===== src/hw/rtl/blake3_stream_hasher_unit_macros.svh =====
// Assertion macros for the BLAKE3 stream hasher
`ifndef BLAKE3_STREAM_HASHER_UNIT_MACROS_SVH
`define BLAKE3_STREAM_HASHER_UNIT_MACROS_SVH
`ifndef SYNTH
`define B3_ASSERT_IMPL(label, clk, rst, ante, cons) \
   label: assert property (@(posedge clk) disable iff (rst) (ante) |-> (cons)) \
      else $error("assertion failed");
`define B3_ASSERT_NEXT(label, clk, rst, ante, cons) \
   label: assert property (@(posedge clk) disable iff (rst) (ante) |=> (cons)) \
      else $error("assertion failed");
`else
`define B3_ASSERT_IMPL(label, clk, rst, ante, cons)
`define B3_ASSERT_NEXT(label, clk, rst, ante, cons)
`endif
`endif


===== src/hw/rtl/b3sh_pkg.sv =====
package b3sh_pkg;

   localparam logic [31:0] IV_0 = 32'h6A09E667;
   localparam logic [31:0] IV_1 = 32'hBB67AE85;
   localparam logic [31:0] IV_2 = 32'h3C6EF372;
   localparam logic [31:0] IV_3 = 32'hA54FF53A;
   localparam logic [31:0] IV_4 = 32'h510E527F;
   localparam logic [31:0] IV_5 = 32'h9B05688C;
   localparam logic [31:0] IV_6 = 32'h1F83D9AB;
   localparam logic [31:0] IV_7 = 32'h5BE0CD19;

   localparam logic [3:0] FLAG_CHUNK_START = 4'b0001;
   localparam logic [3:0] FLAG_CHUNK_END   = 4'b0010;
   localparam logic [3:0] FLAG_PARENT      = 4'b0100;
   localparam logic [3:0] FLAG_ROOT        = 4'b1000;

   typedef logic [31:0] word_type;
   typedef word_type [7:0] cv_type;
   typedef word_type [15:0] blk_type;

   // compression input source for the chaining value and block
   typedef enum logic [1:0] {
      SRC_CHUNK  = 2'd0,  // chunk cv, block buffer, chunk counter
      SRC_PARENT = 2'd1,  // IV, {stack entry, last result}
      SRC_FINAL  = 2'd2   // held node (final fold)
   } src_type;

   // controller -> datapath commands
   typedef struct packed {
      logic       absorb;        // write current byte into block buffer
      logic [2:0] byte_sel;      // which input byte
      logic       load_item;     // latch input item
      logic       comp_start;    // start a compression
      src_type    src;
      logic [3:0] flags;
      logic       len64;         // length 64 instead of fill
      logic       ctr_zero;      // counter zero
      logic       cv_update;     // chunk cv <= result (block done)
      logic       clear_block;   // clear buffer and fill
      logic       open_next;     // reset chunk state, count + 1
      logic       open_zero;     // reset chunk state, count 0
      logic       stack_rd;      // read stack at height-1
      logic       pop;           // height - 1
      logic       push;          // write result cv, height + 1
      logic       node_save;     // held node <= parent node from stack+result
      logic       node_chunk;    // held node <= open chunk
      logic       total_shift;   // merge count >> 1
      logic       total_load;    // merge count <= chunk count + 1
      logic       h_load;        // fold height <= stack height
      logic       h_dec;
      logic       out_load;      // digest word register load
      logic [1:0] out_idx;
   } cmd_type;

   // datapath -> controller status
   typedef struct packed {
      logic [3:0] cnt;
      logic       eom;
      logic       fill_full;     // block fill == 64
      logic       last_block;    // blocks done >= 15
      logic       comp_done;
      logic       merge_more;    // merge count nonzero and even
      logic       fold_more;     // fold height > 0
   } stat_type;

   function automatic word_type rotr(input word_type x, input int n);
      rotr = (x >> n) | (x << (32 - n));
   endfunction

   function automatic logic [3:0] perm_idx(input logic [3:0] i);
      case (i)
         4'd0: perm_idx = 4'd2;   4'd1: perm_idx = 4'd6;
         4'd2: perm_idx = 4'd3;   4'd3: perm_idx = 4'd10;
         4'd4: perm_idx = 4'd7;   4'd5: perm_idx = 4'd0;
         4'd6: perm_idx = 4'd4;   4'd7: perm_idx = 4'd13;
         4'd8: perm_idx = 4'd1;   4'd9: perm_idx = 4'd11;
         4'd10: perm_idx = 4'd12; 4'd11: perm_idx = 4'd5;
         4'd12: perm_idx = 4'd9;  4'd13: perm_idx = 4'd14;
         4'd14: perm_idx = 4'd15; default: perm_idx = 4'd8;
      endcase
   endfunction

endpackage


===== src/hw/rtl/b3sh_ctrl.sv =====
// Controller: byte sequencing, block/chunk close, merge and fold, digest output
module b3sh_ctrl
   import b3sh_pkg::*;
(
   input  logic     clock,
   input  logic     reset,
   input  logic     req_valid,
   output logic     req_stall,
   output logic     rsp_valid,
   input  logic     rsp_stall,
   output logic [1:0] rsp_word_index,
   output logic     rsp_last_word,
   input  stat_type stat,
   output cmd_type  cmd
);

   typedef enum logic [3:0] {
      S_IDLE, S_BYTE, S_BLK_WAIT, S_CLOSE_WAIT, S_MERGE_RD, S_MERGE_WAIT,
      S_PUSH, S_FOLD_START, S_FOLD_WAIT, S_FOLD_RD, S_ROOT_WAIT, S_OUT_LOAD, S_OUT
   } state_type;

   state_type state_ff;
   logic [3:0] bi_ff;
   logic [1:0] oi_ff;
   logic rv_ff;

   assign req_stall = state_ff != S_IDLE;
   assign rsp_valid = rv_ff;
   assign rsp_word_index = oi_ff;
   assign rsp_last_word = oi_ff == 2'd3;

   // command decode from state
   always_comb begin
      cmd = '0;
      cmd.byte_sel = bi_ff[2:0];
      cmd.out_idx = oi_ff;
      cmd.src = SRC_CHUNK;
      unique case (state_ff)
         S_IDLE: cmd.load_item = req_valid;
         S_BYTE: begin
            if (bi_ff < stat.cnt) begin
               if (stat.fill_full) begin
                  cmd.comp_start = 1'b1;
                  cmd.len64 = !stat.last_block;
                  cmd.flags = stat.last_block ? FLAG_CHUNK_END : 4'd0;
                  cmd.total_load = stat.last_block;
               end else cmd.absorb = 1'b1;
            end else if (stat.eom) begin
               cmd.node_chunk = 1'b1;
               cmd.h_load = 1'b1;
            end
         end
         S_BLK_WAIT: if (stat.comp_done) begin
            cmd.cv_update = 1'b1; cmd.clear_block = 1'b1;
         end
         S_CLOSE_WAIT: if (stat.comp_done) begin
            if (stat.merge_more) cmd.stack_rd = 1'b1;
            else cmd.push = 1'b1;
         end
         S_MERGE_RD: begin
            cmd.pop = 1'b1; cmd.comp_start = 1'b1; cmd.src = SRC_PARENT;
            cmd.flags = FLAG_PARENT; cmd.total_shift = 1'b1;
         end
         S_MERGE_WAIT: if (stat.comp_done) begin
            if (stat.merge_more) cmd.stack_rd = 1'b1;
            else cmd.push = 1'b1;
         end
         S_PUSH: cmd.open_next = 1'b1;
         S_FOLD_START: begin
            if (stat.fold_more) cmd.h_dec = 1'b1;
            else begin
               // root node: counter zero, ROOT flag
               cmd.comp_start = 1'b1;
               cmd.flags = FLAG_ROOT;
               cmd.ctr_zero = 1'b1;
            end
            cmd.src = SRC_FINAL;
         end
         S_FOLD_RD: begin
            cmd.comp_start = 1'b1; cmd.src = SRC_FINAL;
         end
         S_FOLD_WAIT: begin
            cmd.src = SRC_FINAL;
            if (stat.comp_done) cmd.node_save = 1'b1;
         end
         S_ROOT_WAIT: cmd.src = SRC_FINAL;
         S_OUT_LOAD: begin
            cmd.out_load = 1'b1;
            cmd.src = SRC_FINAL;
         end
         S_OUT: begin
            cmd.src = SRC_FINAL;
            if (!rsp_stall && oi_ff == 2'd3) cmd.open_zero = 1'b1;
         end
         default: ;
      endcase
   end

   // state and registered outputs
   always_ff @(posedge clock) begin
      if (reset) begin
         state_ff <= S_IDLE; bi_ff <= '0; oi_ff <= '0; rv_ff <= 1'b0;
      end else begin
         unique case (state_ff)
            S_IDLE: if (req_valid) begin
               state_ff <= S_BYTE; bi_ff <= '0;
            end
            S_BYTE: begin
               if (bi_ff < stat.cnt) begin
                  if (stat.fill_full)
                     state_ff <= stat.last_block ? S_CLOSE_WAIT : S_BLK_WAIT;
                  else bi_ff <= bi_ff + 4'd1;
               end else state_ff <= stat.eom ? S_FOLD_START : S_IDLE;
            end
            S_BLK_WAIT: if (stat.comp_done) state_ff <= S_BYTE;
            S_CLOSE_WAIT, S_MERGE_WAIT: if (stat.comp_done)
               state_ff <= stat.merge_more ? S_MERGE_RD : S_PUSH;
            S_MERGE_RD: state_ff <= S_MERGE_WAIT;
            S_PUSH: state_ff <= S_BYTE;
            S_FOLD_START: state_ff <= stat.fold_more ? S_FOLD_RD : S_ROOT_WAIT;
            S_FOLD_RD: state_ff <= S_FOLD_WAIT;
            S_FOLD_WAIT: if (stat.comp_done) state_ff <= S_FOLD_START;
            S_ROOT_WAIT: if (stat.comp_done) begin
               state_ff <= S_OUT_LOAD; oi_ff <= '0;
            end
            S_OUT_LOAD: begin
               state_ff <= S_OUT; rv_ff <= 1'b1;
            end
            S_OUT: if (!rsp_stall) begin
               rv_ff <= 1'b0;
               oi_ff <= oi_ff + 2'd1;
               state_ff <= (oi_ff == 2'd3) ? S_IDLE : S_OUT_LOAD;
            end
            default: state_ff <= S_IDLE;
         endcase
      end
   end

endmodule


===== config.mk =====
export PLATFORM = sky130hd
export DESIGN_NAME = b3sh_ctrl
export DESIGN_NICKNAME = d
export VERILOG_FILES = /design/src/hw/rtl/blake3_stream_hasher_unit_macros.svh /design/src/hw/rtl/b3sh_pkg.sv /design/src/hw/rtl/b3sh_ctrl.sv
export SDC_FILE = /design/constraint.sdc
export NUM_CORES = 1
export LEC_CHECK = 0
export BUFFER_PORTS_ARGS = -buffer_cell sky130_fd_sc_hd__buf_2
export CAP_MARGIN = 20
export CORE_UTILIZATION = 35
export DETAILED_ROUTE_END_ITERATION = 16
export PLACE_DENSITY = 0.65
export SYNTH_ARGS = -nofsm -noshare
export SYNTH_HDL_FRONTEND = slang
export SYNTH_SLANG_ARGS = --single-unit

===== constraint.sdc =====
create_clock -name clock -period 1.9 [get_ports clock]
set_input_delay 0.38 -clock clock [delete_from_list [all_inputs] [get_ports clock]]
set_output_delay 0.38 -clock clock [all_outputs]
set_load 0.02 [all_outputs]

# [Word level (Yosys, flattened, before mapping)]
# Cells that the tools add are included.
[totals] ff_bits=11 latch_bits=0 mem_bits_rw=0 rom_bits=0 input_bits=14 out_inout_bits=35 word_cells=106 mem_count=0
[op_classes] n_addsub=2 n_mul=0 div=0 magnitude_cmp=1 n_eq_ne=22 n_shift=0 n_mux=62 bitwise_logic=0 reduce_logical=15
[op_table] operator="$mux W4" count=13
[op_table] operator="$pmux W4 S12" count=1
[op_table] operator="$mux W1" count=31
[op_table] operator="$eq A4 B4 Y1 const B" count=5
[op_table] operator="$eq A4 B3 Y1 const B" count=4
[op_table] operator="$mux W2" count=8
[op_table] operator="$ne A2 B2 Y1 const B" count=7
[op_table] operator="$pmux W4 S3" count=1
[op_table] operator="$mux W3" count=3
[op_table] operator="$eq A4 B2 Y1 const B" count=2
[op_table] operator="$pmux W2 S2" count=2
[op_table] operator="$pmux W4 S2" count=1
[op_table] operator="$reduce_and A7 Y1" count=1
[op_table] operator="$reduce_bool A2 Y1" count=3
[op_table] operator="$reduce_or A6 Y1" count=1
[op_table] operator="$add A4 B1 Y4 const B" count=1
[op_table] operator="$eq A4 B1 Y1 const B" count=1
[op_table] operator="$logic_not A4 Y1" count=1
[op_table] operator="$lt A4 B4 Y1" count=1
[op_table] operator="$reduce_and A4 Y1" count=1
[op_table] operator="$reduce_bool A4 Y1" count=1
[op_table] operator="$reduce_or A2 Y1" count=2
[op_table] operator="$ne A3 B3 Y1 const B" count=1
[op_table] operator="$pmux W1 S3" count=1
[op_table] operator="other kinds (8)" count=9

# [Logic depth before layout (Yosys ltp)]
[depth] ltp_word=4 depth_mapped=9 mapped_depth_nobuf=8

# [Least setup slack after synthesis]
# OpenSTA, ideal clock, no wires.
[synth_timing] path_kind="input-to-output" from="in stat[9] in the netlist's numbering" to="out cmd[7] in the netlist's numbering" t_arrival_ns=1.753 required_time_ns=1.520 setup_slack_ns=-0.233 cell_stages=6 n_path_buf=1 path_cell_list="inv_1 > ha_1 > o21a_1 > nor2_1 > nor3_1 > buf_4"
[synth_lines] element="from (decl)" line="b3sh_ctrl.sv:13" text="input stat_type stat,"
[synth_lines] element="to (decl)" line="b3sh_ctrl.sv:14" text="output cmd_type cmd"

==> flow_summary.ini <==
[power_and_ir_drop]
vdd_drop_max_uv = 851
p_per_area_nw_per_um2 = 1130
power.leakage_uw = 0.000812

[floorplan]
ios = 49
coreArea_um2 = 2810
die_h_um = 57.0
row_count = 19
die_w_um = 57.0
dieArea_um2 = 3250
start_util_pct = 37.8

[synthesis]
netlist_instances = 142
ys_seq_area_share_pct = 20.8
syn_area_um2 = 1060
ys.flop_type = dfxtp_1
synth_edf_count = 0
ys_types = 42
synthArstFlopShare_pct = 0
syn_avg_cell_area_um2 = 7.46
synth-seq-cells = 11
yosys_warnings = 0
syn-num-nets = 161

[clock_tree]
worstSkewPairLatency_ns = 0.27
clockRootBuffer = clkbuf_4
cts_buffer_depth = 2
clk_pin_slew_ns = 0.07
ctsHoldBuffers = 0
cts_buffers = 3
cts.sinks = 11
cts_tree = yes
htreeDepth = 1

[timing]
finalHoldViolCount = 0
setup_viol = 7
worst_slack_ns = -0.140
fin_crit_ns = 2.04
slew_viol_final = 0
fin_crit_sh_pct = 107
rsz0062_at_grt = yes
clock_skew_ns = 0.00285
fmax_ghz = 0.490

[placement]
port-buffer-count = 47
hpwl_um = 2270
pre_cts_ws_ns = -0.245
dp.cells = 219
gp_congestion = 0.926

[final_layout]
final_nets = 222
drive_gt1_share_pct = 57.9
nFillCells = 243
layoutNonFillerInstCount = 233
syn2layout_area_growth_pct = 59.9
fin_util_pct = 60.4
diodes = 0

[status]
status = finished, violations left
violations = design-rule violations, negative setup slack

[setup_path]
path_class = reg2out
crit_start = bi_ff[1]
worstPathRequired_ns = 1.52
timing.rr.start = bi_ff[1]
start_kind = register
crit_fanout = 4
cp-end-kind = output pin
critPathArrivalTime_ns = 1.66

[grt]
grt_max_degree = 15
antenna_found_initial = 0
grt_pass1_wl_um = 4820
grt_util_all_layers_pct = 18.8
grt_pass1_vias = 1086
gr-total-overflow = 0

[detailed_routing]
initialDrtViolationCount = 42
ant_nets = 0
first_pass_iters = 10
routed_wl_um = 3310
drc = 4
wl_per_cell_um = 14.2
vias_per_cell = 5.42
dr_total_vias = 1264

[worst_hold_path]
hp-start = reset
hold_path.class = in2reg

[run]
max-cap-violations = 0
## metrics by stage
stage	hold slack, ns	total power [uW]	TNS (ns)	instance area, um^2
after floorplan	0.471	1110	-0.0208	1100
after global placement	0.457	1400	-1.13	1390
after detailed placement	0.472	1420	-1.60	1390
after CTS	0.430	1700	-1.25	1540
after global routing	0.470	2030	-1.35	1690
final	0.465	1920	-0.835	1690
## flip-flops by register name, summed over array words and instances, names as in the netlist
signal	cells
bi_ff	4
state_ff	4
rsp_word_index	2
rsp_valid	1
## kinds of logic after synthesis
kind of cell    count (synthesis)  share of synthesized area [%]
fa+ha+maj                       5                           5.90
compound gates                 41                           28.0
other cells                     1                          0.354
flops                          11                           20.8
buf+inv                        30                           15.1
xor+xnor                        1                          0.827
simple gates                   53                           29.0
## cells in the mapped netlist (2+ instances only)
| master | count | area (um^2) |
|---|---|---|
| nor2b_1 | 3 | 18.8 |
| a311oi_1 | 2 | 17.5 |
| o22ai_1 | 4 | 25.0 |
| a21oi_1 | 8 | 40.0 |
| clkbuf_1 | 4 | 15.0 |
| o21ai_0 | 5 | 25.0 |
| nor3_1 | 5 | 25.0 |
| nand2_1 | 7 | 26.3 |
| nand3_1 | 7 | 35.0 |
| nand2b_1 | 5 | 31.3 |
| nor2_1 | 9 | 33.8 |
| a31oi_1 | 2 | 12.5 |
| o21a_1 | 3 | 22.5 |
| o31ai_1 | 2 | 15.0 |
| buf_2 | 2 | 10.0 |
| or3_1 | 2 | 12.5 |
| dfxtp_1 | 11 | 220 |
| and3_1 | 7 | 43.8 |
| and2_1 | 2 | 12.5 |
| inv_1 | 12 | 45.0 |
| buf_4 | 12 | 90.1 |
| a211oi_1 | 4 | 30.0 |
| ha_1 | 5 | 62.6 |
## layer usage
layer | wire length (um) | GRT usage [%] | vias to the layer above | part of all wire (%)
li1 | - | - | 623 | -
met1 | 1410 | 23.2 | 585 | 43
met2 | 1670 | 32.8 | 52 | 50
met3 | 193 | 3.85 | 4 | 5.8
met4 | 39 | 5.57 | 0 | 1.2
met5 | 0 | 0 | - | 0
## where the power goes
part           internal (uW)  total (uW)  switching, uW  leakage [uW]
registers                278         347           69.4     0.0000924
logic                    630        1400            769      0.000705
clock network           81.4         168           86.9     0.0000150
total                    989        1920            926      0.000812
## timing repair
action,in CTS,in global routing
resized for setup,26,29
pin swaps,8,13
endpoints found under the setup margin,21,21
buffers inserted,4,7
hold endpoints to repair,0,0
## layout make-up
class	count	area, um^2	share of cell area, %
clock buffers	4	26.3	1.55
well taps	31	38.8	2.29
repair buffers	74	500	29.5
multi-input cells	101	855	50.4
inverters	12	45.0	2.66
flip-flops and latches	11	229	13.5
## worst max-delay path, cell delays in order, from the launching register on
cell and delay [ns]:
dfxtp_2 0.34, ha_4 0.22, a2111oi_4 0.34, o21a_4 0.20
and3_4 0.18, buf_6 0.11
## path summary, 6_finish.rpt
| kind | slack, ns | cells past startpoint | end |
|---|---|---|---|
| max | -0.14 | 5 | cmd[5] |
| min | 0.46 | 2 | rsp_word_index[0] |
| max reg2reg | 0.04 | 8 | state_ff[1] |
| min reg2reg | 0.48 | 2 | rsp_valid |
## layout by cell type, fill, tap and decap left out, drive strengths merged, types with 2 or more instances in the layout
master	synthesis	routed
a211oi	4	4
a21oi	8	8
a311oi	2	2
a31oi	2	2
and2	2	2
and3	7	7
buf	14	74
clkbuf	4	4
dfxtp	11	11
ha	5	5
inv	12	12
nand2	7	7
nand2b	6	6
nand3	7	7
nor2	9	9
nor2b	3	3
nor3	5	5
o21a	3	3
o21ai	6	6
o22ai	4	4
o31ai	2	2
or3	2	2
(Power assumes the default switching activity.)
